**config.mk**
```make
export PLATFORM = sky130hd
export DESIGN_NAME = djtq_ctrl
export DESIGN_NICKNAME = d
export VERILOG_FILES = /design/src/rtl/core/djtq_pkg.sv /design/src/rtl/core/djtq_ctrl.sv
export SDC_FILE = /design/constraint.sdc
export NUM_CORES = 1
export LEC_CHECK = 0
export BUFFER_PORTS_ARGS = -buffer_cell sky130_fd_sc_hd__buf_2
export CAP_MARGIN = 20
export CORE_ASPECT_RATIO = 1.1
export CORE_MARGIN = 2
export CORE_UTILIZATION = 35
export DETAILED_ROUTE_END_ITERATION = 12
export SLEW_MARGIN = 20
export SYNTH_ARGS = -nofsm -noshare
export SYNTH_HDL_FRONTEND = slang
export SYNTH_SLANG_ARGS = --single-unit
```
**constraint.sdc**
```tcl
create_clock -name clk -period 3.5 [get_ports clk]
set_input_delay 0.175 -clock clk [delete_from_list [all_inputs] [get_ports clk]]
set_output_delay 0.175 -clock clk [all_outputs]
set_load 0.05 [all_outputs]
```
**src/rtl/core/djtq_pkg.sv**
```systemverilog
// Shared widths, request and status codes, and controller interface types for the timer queue.
package djtq_pkg;

    localparam int TIME_W      = 48;
    localparam int DELAY_W     = 32;
    localparam int QID_W       = 8;
    localparam int JID_W       = 16;
    localparam int STATUS_W    = 2;
    localparam int COUNT_W     = 6;
    localparam int MAX_RESULTS = 32;
    localparam int NUM_W       = $clog2(MAX_RESULTS);

    localparam logic [1:0] REQ_RESERVE    = 2'd0;
    localparam logic [1:0] REQ_DISTRIBUTE = 2'd1;
    localparam logic [1:0] REQ_CLEAR      = 2'd2;
    localparam logic [1:0] REQ_NOP        = 2'd3;

    localparam logic [STATUS_W-1:0] ST_OK    = 2'd0;
    localparam logic [STATUS_W-1:0] ST_FULL  = 2'd1;
    localparam logic [STATUS_W-1:0] ST_EMPTY = 2'd2;

    typedef struct packed {
        logic                load;
        logic                insert;
        logic                pop;
        logic                clear;
        logic                emit;
        logic [STATUS_W-1:0] res_status;
        logic                res_job;
        logic                res_last;
    } cmd_t;

    typedef struct packed {
        logic full;
        logic head_due;
        logic next_due;
        logic emit_ok;
    } stat_t;

endpackage

```
**src/rtl/core/djtq_ctrl.sv**
```systemverilog
// Controller state machine that sequences reserve, distribute, clear and unused requests.
module djtq_ctrl
(
    input  logic           clk,
    input  logic           rst_n,
    input  logic           in_valid,
    output logic           in_ready,
    input  logic [1:0]     req_type,
    input  djtq_pkg::stat_t stat,
    output djtq_pkg::cmd_t  cmd
);

    typedef enum logic [2:0] {
        S_IDLE,
        S_RESV,
        S_DIST,
        S_CLEAR,
        S_NOP
    } state_t;

    state_t state_reg;
    state_t state_next;
    logic [djtq_pkg::NUM_W-1:0] num_reg;
    logic [djtq_pkg::NUM_W-1:0] num_next;

    always_comb
    begin
        cmd        = '0;
        state_next = state_reg;
        num_next   = num_reg;
        in_ready   = 1'b0;
        unique case (state_reg)
            S_IDLE:
            begin
                in_ready = 1'b1;
                if (in_valid)
                begin
                    cmd.load = 1'b1;
                    num_next = '0;
                    unique case (req_type)
                        djtq_pkg::REQ_RESERVE:    state_next = S_RESV;
                        djtq_pkg::REQ_DISTRIBUTE: state_next = S_DIST;
                        djtq_pkg::REQ_CLEAR:      state_next = S_CLEAR;
                        default:                  state_next = S_NOP;
                    endcase
                end
            end
            S_RESV:
            begin
                if (stat.emit_ok)
                begin
                    cmd.emit     = 1'b1;
                    cmd.res_last = 1'b1;
                    if (stat.full)
                    begin
                        cmd.res_status = djtq_pkg::ST_FULL;
                    end
                    else
                    begin
                        cmd.insert     = 1'b1;
                        cmd.res_status = djtq_pkg::ST_OK;
                    end
                    state_next = S_IDLE;
                end
            end
            S_DIST:
            begin
                if (stat.emit_ok)
                begin
                    cmd.emit = 1'b1;
                    if (stat.head_due)
                    begin
                        cmd.pop        = 1'b1;
                        cmd.res_job    = 1'b1;
                        cmd.res_status = djtq_pkg::ST_OK;
                        cmd.res_last   = !stat.next_due ||
                            (num_reg == djtq_pkg::NUM_W'(djtq_pkg::MAX_RESULTS - 1));
                        num_next       = num_reg + 1'b1;
                        if (cmd.res_last)
                        begin
                            state_next = S_IDLE;
                        end
                    end
                    else
                    begin
                        cmd.res_status = djtq_pkg::ST_EMPTY;
                        cmd.res_last   = 1'b1;
                        state_next     = S_IDLE;
                    end
                end
            end
            S_CLEAR:
            begin
                if (stat.emit_ok)
                begin
                    cmd.emit       = 1'b1;
                    cmd.clear      = 1'b1;
                    cmd.res_status = djtq_pkg::ST_OK;
                    cmd.res_last   = 1'b1;
                    state_next     = S_IDLE;
                end
            end
            S_NOP:
            begin
                if (stat.emit_ok)
                begin
                    cmd.emit       = 1'b1;
                    cmd.res_status = djtq_pkg::ST_OK;
                    cmd.res_last   = 1'b1;
                    state_next     = S_IDLE;
                end
            end
            default:
            begin
                state_next = S_IDLE;
            end
        endcase
    end

    always_ff @(posedge clk or negedge rst_n)
    begin
        if (!rst_n)
        begin
            state_reg <= S_IDLE;
            num_reg   <= '0;
        end
        else
        begin
            state_reg <= state_next;
            num_reg   <= num_next;
        end
    end

endmodule

```
; ---- Word-level counts from Yosys, hierarchy flattened
; Cells that the tools add are included.
[classes]
add_sub_neg = 1
n_eq_ne = 12
n_mux = 32
n_reduce_logical = 8
[ops]
columns = cell, count
row1 = 2-to-1 mux 3 bit, 7
row2 = 2-to-1 mux 5 bit, 4
row3 = one-hot mux 3 bit (3 select lines), 2
row4 = 2-to-1 mux 1 bit, 14
row5 = one-hot mux 3 bit (4 select lines), 1
row6 = one-hot mux 5 bit (2 select lines), 1
row7 = AND reduction 4 bit, 2
row8 = "== test 3 x 2 -> 1 bit, second input constant", 2
row9 = "inequality test 2 bit, second input constant", 3
row10 = "adder 5 x 1 -> 5 bit, second input constant", 1
row11 = "== test 5 bit, second input constant", 1
row12 = 2-to-1 mux 4 bit, 1
row13 = "== test 3 x 1 -> 1 bit, second input constant", 1
row14 = "== test 3 bit, second input constant", 1
row15 = zero test 3 bit, 1
row16 = "inequality test 3 bit, second input constant", 1
row17 = OR reduction 3 bit, 1
row18 = "== test 2 x 1 -> 1 bit, second input constant", 1
row19 = "== test 2 bit, second input constant", 1
row20 = zero test 2 bit, 1
row21 = 2-to-1 mux 2 bit, 1
row22 = "inequality test 2 x 1 -> 1 bit, second input constant", 1
row23 = one-hot mux 1 bit (2 select lines), 1
row24 = nonzero test 2 bit, 1
row25 = 2 further kinds, 2
[word_totals]
register_bits = 8
inputBits = 9
out_inout_bits = 10
word_cells = 55

; ---- Logic depth before layout (Yosys ltp)
; Gate-level depths: netlist of the first run.
[depth]
depth_word = 6
ltp_mapped = 5
ltp_nobuf = 5

; ---- Worst setup path before layout of the first run
; OpenSTA, ideal clock, no wires.
[synth_timing]
path_kind = register -> output
startpoint = register state_reg[1]
endpoint = output port cmd[7] in the netlist's numbering
t_arrival_ns = 2.267
t_required_ns = 3.325
slack_ns = 1.058
path_stages_with_launch = 3
path_buffers = 1
cell_sequence = dfrtp_1 -> buf_2 -> nor4b_1
[synth_lines]
columns = item, line
row1 = from (decl), djtq_ctrl.sv:21  ; state_t state_reg;
row2 = from (signal assigned), djtq_ctrl.sv:129  ; state_reg <= state_next;
row3 = to (decl), djtq_ctrl.sv:10  ; output djtq_pkg::cmd_t cmd

==> flow_summary.ini, run 1 <==
[detailed_routing]
drc = 0
vias_per_cell = 5.39
wire_per_inst_um = 12.7
ant_nets = 0
dr.pass1.iters = 4
first_iter_violations = 5
via_count = 550
wl_um = 1300

[clocking]
cts_buffer_depth = 2
clk_latency_ns = 0.25
clock-sinks = 8
root_buffer = clkbuf_4
cts_tree = built
numCtsBuffers = 3
htreeDepth = 1
cts_resized = 0
cts.clk_slew.worst_paths_ns = 0.05

[placed_design]
dp_slack_ns = 1.82
hpwl_um = 1020
port_buffers = 18
routabilityCongestion = 0.741
placed_area_um2 = 709

[die]
pin_count = 19
fp.dieArea_um2 = 2160
core_um2 = 1740
initial_utilization = 0.363
die-width_um = 44.5
rows = 16
chipHeight_um = 48.6

[setup_path]
worst-path-max-fanout = 3
reg2reg_depth = 5
crit_start = num_reg[0]
critical_path_class = reg -> out
crit_top_cell = ha_1
ff2ff_setup_slack_ns = 1.82
cp.arrival_ns = 1.72
cp.required_ns = 3.32
reg2reg_from = num_reg[0]
critPathMaxStageDelay_ns = 0.40
critPathCaptureType = primary output
r2r_end = state_reg[1]
worstSetupStartpointType = register
crit_path_cell_trace = ha_1, and3_1, ha_1, o21ai_0, a21oi_1, buf_2
crit_path_top_delay_cell = dfrtp_1

[logic_synthesis]
synth_fa_ha_area_frac = 0.0990
yosys-top-cells-count = dfrtp_1 (8), ha_1 (5), nor2_1 (5)
synth_nets = 80
synth-xor-area-share = 0
ys.warnings.count = 0
synth_top_family_by_area = simple AND/OR/NAND/NOR gates
synth_most_common_cell = dfrtp_1
synth_edf_count = 0
synth_top_cell_by_area = dfrtp_1
synth-compound-area-share = 0.143
synth-seq-cells = 8
synth_top_cell_area_share = 0.317
seq_area_frac_synth = 0.317
synth-simple-area-share = 0.309
synth_area_leaders = dfrtp_1 (32%), ha_1 (9.9%), a22o_1 (4.2%), buf_6 (3.6%), mux2_2 (3.6%)
synth_top_flop_cell = dfrtp_1
syn_avg_cell_area_um2 = 9.57
syn_area_um2 = 632
yosysUniqueCellTypes = 31
syn_inst = 66
synthMuxAreaShare = 0.0535
synthArstFlopShare = 1.00

[global_routing]
grt_pass1_vias = 456
groute.usage.overall = 0.135
antenna_found_initial = 0
grt_max_degree = 17
grt_pass1_wl_um = 2160
gr-total-overflow = 0

[final_layout]
nNetsFinal = 100
largest_reg_flops = 5
area_delta_synth_final_pct = 17.4
seqCellArea_um2 = 200
final_layout_size_suffix_gt1_frac = 0.333
multiInputGateArea_um2 = 382
fillers = 168
num_antenna_cells = 0
final_area_um2 = 742
final_core_util = 0.426

[power_and_ir_drop]
comb_power_share = 0.484
p_sw_frac = 0.482
power_frac_clock = 0.173
power.density_nw_per_um2 = 553
power.internal_mw = 0.212
ir_worst_vdd_mv = 0.193
p_sw_mw = 0.198
sequentialPowerShare = 0.343
power.total_mw = 0.410
leakagePower_nw = 0.394

[sta]
slew_headroom = 0.713
worst_pin_slew_ns = 0.430
totalNegativeSetupSlack_ns = 0
finalHoldViolCount = 0
min_period_ns = 1.89
worst_slack_ns = 1.61
clock.fmax_mhz = 528
setup_viol = 0
rsz0062_at_grt = no
finClkSkew_ns = 0.000557
finalCritPeriodShare = 0.541
maxSlewViolCount = 0

[worst_hold_path]
whs_path_depth = 4
min_path_type = in -> reg
hp-start = stat[1]
hold_end = state_reg[1]

[run_status]
status = completed

[flow_run]
drv_cap = 0
==> power groups by stage <==
stage	logic [mW]	registers, mW	clock network, mW
floorplan	0.184	0.122	0
global placement	0.195	0.142	0
detailed placement	0.199	0.143	0
CTS	0.200	0.142	0.0752
global route	0.214	0.147	0.0815
finish	0.198	0.141	0.0709
==> cells in the final DEF (no fill, tap or decap) <==
cell / instances
a21oi_1: 4
nand2_1: 4
and4b_1: 1
or4b_1: 1
nor2_1: 5
nor3b_1: 1
nand3_1: 3
o21ai_0: 2
mux2_2: 2
a32oi_1: 1
a211oi_2: 1
nor4b_1: 1
and3b_1: 1
mux2_1: 1
a21o_1: 1
nor3_1: 3
nor4b_2: 1
nor2b_1: 2
ha_1: 5
dfrtp_1: 8
a22o_1: 3
or2_4: 1
nor3_4: 1
inv_1: 4
and3_1: 2
o21ai_1: 1
nand2b_4: 1
or4_1: 1
dlygate4sd3_1: 1
clkbuf_4: 3
buf_2: 18
==> per-stage QoR <==
stage,std cells,hold WS (ns)
floorplan,66,-0.121
global placement,98,0.0308
detailed placement,98,0.0342
CTS,102,0.270
global route,102,0.295
finish,102,0.272
==> how the worst max path moves through the flow <==
stage / to / cells past startpoint
2_1_floorplan: cmd[7] / 2
3_3_place_gp: state_reg[1] / 5
3_5_place_dp: state_reg[1] / 5
4_1_cts: cmd[0] / 6
5_1_grt: cmd[0] / 6
6_report: cmd[0] / 6
==> metal layers <==
| metal | GRT usage | up-vias | routed length, µm |
|---|---|---|---|
| met4 | 0.0758 | 0 | 25 |
| li1 | - | 279 | - |
| met5 | 0 | - | 0 |
| met3 | 0.0224 | 4 | 75 |
| met1 | 0.193 | 249 | 650 |
| met2 | 0.188 | 18 | 546 |
==> layout make-up <==
class	count	area share
tap	18	0.0304
clock buffer	3	0.0304
multi-input combinational	50	0.514
timing repair buffer	19	0.135
sequential	8	0.270
inverter	4	0.0202
==> critical path: cells and delay by family, from the launching register on <==
family | cells | cell delay (ns)
adders and majority gates | 2 | 0.39
buffers and inverters | 1 | 0.21
AOI/OAI and AO/OA | 2 | 0.29
DFF | 1 | 0.40
and+or+nand+nor | 1 | 0.18
==> logic make-up (layout without fill, tap and decap cells) <==
logic type / after synthesis / count (layout)
buffers and inverters: 8 / 26
multiplexers: 3 / 3
adder cells (fa/ha/maj): 5 / 5
AND/OR/NAND/NOR: 29 / 29
AO/OA/AOI/OAI: 13 / 13
flip-flops: 8 / 8
==> repair_timing <==
item,4_1_cts,5_1_grt
endpoints found under the hold margin,8,0
hold buffers,1,0
buffers inserted,0,0
Power figures use the tool's default switching activity.
==> run 2, diff against run 1 <==
ABC_AREA = 1   (was not set)
clock period = 1.95 ns   (was 3.5 ns; I/O delays follow)
==> run 2 against run 1 <==
Non-clock buffer count is the same. Critical path depth is the same. Die area shrank 1.8%. Core utilization grew 4.4 points. Hold slack lost 0.10 ns. Global-route usage grew 0.28 points.
==> flow_summary.ini, run 2 <==
[clocking]
cts_buffer_depth = 2
clk_latency_ns = 0.25
root_buffer = clkbuf_4
post_cts_buffers = 0
cts.clk_slew.worst_paths_ns = 0.05
clock-sinks = 8
numCtsBuffers = 3
cts_tree = built
htreeDepth = 1

[logic_synthesis]
synth_nets = 100
synth-seq-cells = 8
synth_top_cell_by_area = dfrtp_1
synth_top_cell_area_share = 0.323
yosys-top-cells-count = nand2_1 (22), inv_1 (10), dfrtp_1 (8), nor2_1 (8)
ys.warnings.count = 0
syn_avg_cell_area_um2 = 7.20
syn_inst = 86
synth_area_leaders = dfrtp_1 (32%), nand2_1 (13%), ha_1 (10%), nand3_2 (6.5%), inv_1 (6.1%)
yosysUniqueCellTypes = 18
synth_edf_count = 0
syn_area_um2 = 619
synth_most_common_cell = nand2_1
seq_area_frac_synth = 0.323
synth_top_flop_cell = dfrtp_1
synthArstFlopShare = 1.00

[power_and_ir_drop]
leakagePower_nw = 0.457
p_sw_mw = 0.570
p_sw_frac = 0.569
comb_power_share = 0.611
ir_worst_vdd_mv = 0.738
power.density_nw_per_um2 = 1320
sequentialPowerShare = 0.263
power.total_mw = 1.00
power_frac_clock = 0.126
power.internal_mw = 0.432

[sta]
min_period_ns = 1.81
finClkSkew_ns = 0.00443
setup_viol = 0
finalHoldViolCount = 0
rsz0062_at_grt = no
worst_pin_slew_ns = 0.288
maxSlewViolCount = 0
clock.fmax_mhz = 554
totalNegativeSetupSlack_ns = 0
finalCritPeriodShare = 0.926
slew_headroom = 0.806

[setup_path]
crit_top_cell = ha_1
crit_path_top_delay_cell = dfrtp_1
worst-path-max-fanout = 5
worstSetupStartpointType = register
worst-path-buf-inv = 1
critPathCaptureType = primary output
critPathMaxStageDelay_ns = 0.42
cp.arrival_ns = 1.71
crit_path_cell_trace = ha_1, and3_1, ha_1, nor2_2, o21ai_1, buf_2
cp.required_ns = 1.85
critical_path_class = reg -> out
critPathTopFamily = adder cells

[global_routing]
gr-total-overflow = 0
antenna_found_initial = 0
grt_pass1_vias = 513
grt_max_degree = 9
groute.usage.overall = 0.138
grt_pass1_wl_um = 2060

[die]
core_um2 = 1610
die-width_um = 44.1
initial_utilization = 0.384
fp.dieArea_um2 = 2120
chipHeight_um = 48.1
pin_count = 19
rows = 15

[final_layout]
largest_reg_flops = 5
final_layout_size_suffix_gt1_frac = 0.336
area_delta_synth_final_pct = 22.4
nNetsFinal = 123
seqCellArea_um2 = 200
final_core_util = 0.470
mostFrequentLayoutCell = nand2_1
num_antenna_cells = 0
fillers = 172
multiInputGateArea_um2 = 362
layout_common_cells = nand2_1 (22), buf_2 (18), inv_1 (10)

[worst_hold_path]
min_path_type = in -> reg

[detailed_routing]
drc = 0
dr.pass1.iters = 4
via_count = 604
wl_um = 1260
first_iter_violations = 8
vias_per_cell = 4.87
ant_nets = 0
wire_per_inst_um = 10.2

[placed_design]
routabilityCongestion = 0.753
port_buffers = 18
hpwl_um = 1010

[flow_run]
drv_cap = 0

[run_status]
status = completed
## run 2: final timing paths
kind,start,endpoint,slack [ns],depth (start not counted)
max in group asynchronous,rst_n,state_reg[0],1.58,2
hold reg to reg,num_reg[4],num_reg[4],0.52,2
hold / removal,stat[2],num_reg[0],0.17,3
setup / recovery,num_reg[0],cmd[0],0.14,6
setup reg to reg,num_reg[0],state_reg[2],0.41,8
min in group asynchronous,rst_n,num_reg[1],0.21,2
## run 2: logic make-up after synthesis
| kind of cell | Yosys count | share of synthesized area |
|---|---|---|
| flip-flops | 8 | 0.323 |
| XOR/XNOR | 1 | 0.0141 |
| adder cells (fa/ha/maj) | 5 | 0.101 |
| AND/OR/NAND/NOR | 50 | 0.408 |
| AO/OA/AOI/OAI | 7 | 0.0566 |
| buffers and inverters | 15 | 0.0970 |
## run 2: layout make-up
type	count	share of cell area
multi-input combinational	63	0.477
sequential	8	0.264
timing repair buffer	19	0.132
inverter	14	0.0693
clock buffer	3	0.0297
tap	17	0.0281
## run 2: timing repair
action	4_1_cts	5_1_grt
setup endpoints to repair	0	1
resized for setup	0	1
hold endpoints to repair	8	0
hold buffers	1	0
## run 2: layer usage
layer	GRT usage	wire (µm)	vias to the layer above
met5	0	0	-
met4	0.0848	19	0
met3	0.0444	58	2
met2	0.241	646	14
met1	0.148	536	272
li1	-	-	316
## run 2: worst min-delay path: cells and delay by family
| kind | cells | cell delay (ns) |
|---|---|---|
| buffers and inverters | 1 | 0.13 |
| AND/OR/NAND/NOR | 1 | 0.09 |
| AO/OA/AOI/OAI | 1 | 0.06 |
## run 2: metrics by stage
stage	setup WS [ns]	std cells	hold slack, ns	area, µm²
floorplan	0.243	86	-0.198	619
global placement	0.411	120	-0.0518	723
detailed placement	0.401	120	-0.0528	723
CTS	0.109	124	0.170	756
global route	0.0426	124	0.174	758
finish	0.144	124	0.168	758
## run 2: power by group through the flow
stage | logic, mW | clock network [mW] | registers [mW]
after floorplan | 0.503 | 0 | 0.252
after global placement | 0.619 | 0 | 0.263
after detailed placement | 0.616 | 0 | 0.266
after CTS | 0.619 | 0.130 | 0.265
after global routing | 0.685 | 0.141 | 0.270
final | 0.613 | 0.126 | 0.263
==> run 3, diff against run 2 <==
ABC_AREA = not set   (was 1)
==> run 3 against run 2 <==
Power down 24%. Count of clock-buffer cells in the layout unchanged. Non-clock buffer count up 1. Via count down 6.5%. Critical path type unchanged. Highest routed layer unchanged.
==> flow_summary.ini, run 3 (synthesized netlist as in run 1, its figures left out) <==
[detailed_routing]
ant_nets = 0
vias_per_cell = 5.49
dr.pass1.iters = 4
wire_per_inst_um = 13.7
via_count = 565
wl_um = 1410
first_iter_violations = 13
drc = 0

[die]
fp.dieArea_um2 = 2160
core_um2 = 1740
initial_utilization = 0.363
chipHeight_um = 48.6
rows = 16
die-width_um = 44.5
pin_count = 19

[worst_hold_path]
hp-start = stat[1]
min_path_type = in -> reg

[placed_design]
routabilityCongestion = 0.722
port_buffers = 18
hpwl_um = 1100
dp_slack_ns = 0.266

[final_layout]
nNetsFinal = 101
fillers = 185
final_core_util = 0.445
num_antenna_cells = 0
final_layout_size_suffix_gt1_frac = 0.376
largest_reg_flops = 5
mostFrequentLayoutCell = buf_2
area_delta_synth_final_pct = 22.6
layout_common_cells = buf_2 (18), dfrtp_1 (8), nor2_1 (5), ha_1 (5)

[setup_path]
ff2ff_setup_slack_ns = 0.25
crit_cells = 6
cp.arrival_ns = 1.71
critPathCaptureType = primary output
worst-path-buf-inv = 1
worst-path-max-fanout = 3
critPathTopFamily = flip-flops
worstSetupStartpointType = register
reg2reg_from = num_reg[0]
crit_top_cell = ha_1
crit_start = num_reg[0]
reg2reg_depth = 5
r2r_end = state_reg[1]
critPathMaxStageDelay_ns = 0.40
critPathCapture = cmd[0]
cp.required_ns = 1.85
crit_path_cell_trace = ha_1, and3_1, ha_1, o21ai_0, a21oi_1, buf_2
crit_path_top_delay_cell = dfrtp_1
critical_path_class = reg -> out

[clocking]
htreeDepth = 1
cts_resized = 0
numCtsBuffers = 3
root_buffer = clkbuf_4
cts_tree = built
cts_buffer_depth = 2
post_cts_buffers = 0
cts.clk_slew.worst_paths_ns = 0.06
clock-sinks = 8
clk_latency_ns = 0.25

[global_routing]
grt_max_degree = 12
grt_pass1_wl_um = 2460
grt_pass1_vias = 510
groute.usage.overall = 0.154
grtUsageMet3 = 0.0261
met2_usage = 0.232
gr-total-overflow = 0
met1_usage = 0.200
grt_busiest_layer = met2
antenna_found_initial = 0

[sta]
setup_viol = 0
min_period_ns = 1.81
clock.fmax_mhz = 553
finalCritPeriodShare = 0.927
finalHoldViolCount = 0
finClkSkew_ns = 0.00476
worst_pin_slew_ns = 0.372
slew_headroom = 0.752
worst_slack_ns = 0.142
maxSlewViolCount = 0
totalNegativeSetupSlack_ns = 0
rsz0062_at_grt = no
timing.hold.ws_ns = 0.203

[run_status]
status = completed

[power_and_ir_drop]
leakagePower_nw = 0.410
ir_worst_vdd_mv = 0.337
power.density_nw_per_um2 = 985
power.total_mw = 0.763

[flow_run]
drv_cap = 0
-- run 3: routing by layer --
metal	up-vias	routed length, µm
met1	265	615
met5	-	0
met3	4	71
li1	279	-
met2	17	685
met4	0	38
-- run 3: worst min path at each step --
| stage | end | slack [ns] | depth (start not counted) |
|---|---|---|---|
| finish | state_reg[1] | 0.20 | 4 |
| global route | num_reg[0] | 0.22 | 2 |
| floorplan | num_reg[0] | -0.20 | 0 |
| detailed placement | num_reg[1] | -0.05 | 1 |
| global placement | num_reg[4] | -0.05 | 1 |
| CTS | state_reg[1] | 0.20 | 4 |
-- run 3: final cells by class --
cell class                 count  area [µm²]  area share
clock buffer                   3        22.5      0.0291
inverter                       4        15.0      0.0194
multi-input combinational     50         407       0.525
sequential                     8         200       0.258
tap                           18        22.5      0.0291
timing repair buffer          20         108       0.139
-- run 3: stage by stage --
stage          area (µm²)  std cells
3_5_place_dp          742         99
5_1_grt               774        103
2_1_floorplan         657         66
6_report              774        103
3_3_place_gp          742         99
4_1_cts               774        103
-- run 3: worst reg2reg max path, delay by kind of cell (launching register included) --
family | cells | cell delay [ns]
compound gates | 1 | 0.13
fa+ha+maj | 2 | 0.40
flops | 1 | 0.40
simple gates | 2 | 0.69
-- run 3: report_power, final --
part           total (mW)  leakage [nW]  switching [mW]  internal, mW
registers           0.249         0.109          0.0564         0.193
clock network       0.125        0.0138          0.0550        0.0703
logic               0.388         0.287           0.253         0.135
total               0.763         0.410           0.364         0.398
-- run 3: repair_timing --
item | 4_1_cts | 5_1_grt
setup endpoints to repair | 0 | 0
hold endpoints to repair | 8 | 0
hold buffers | 1 | 0
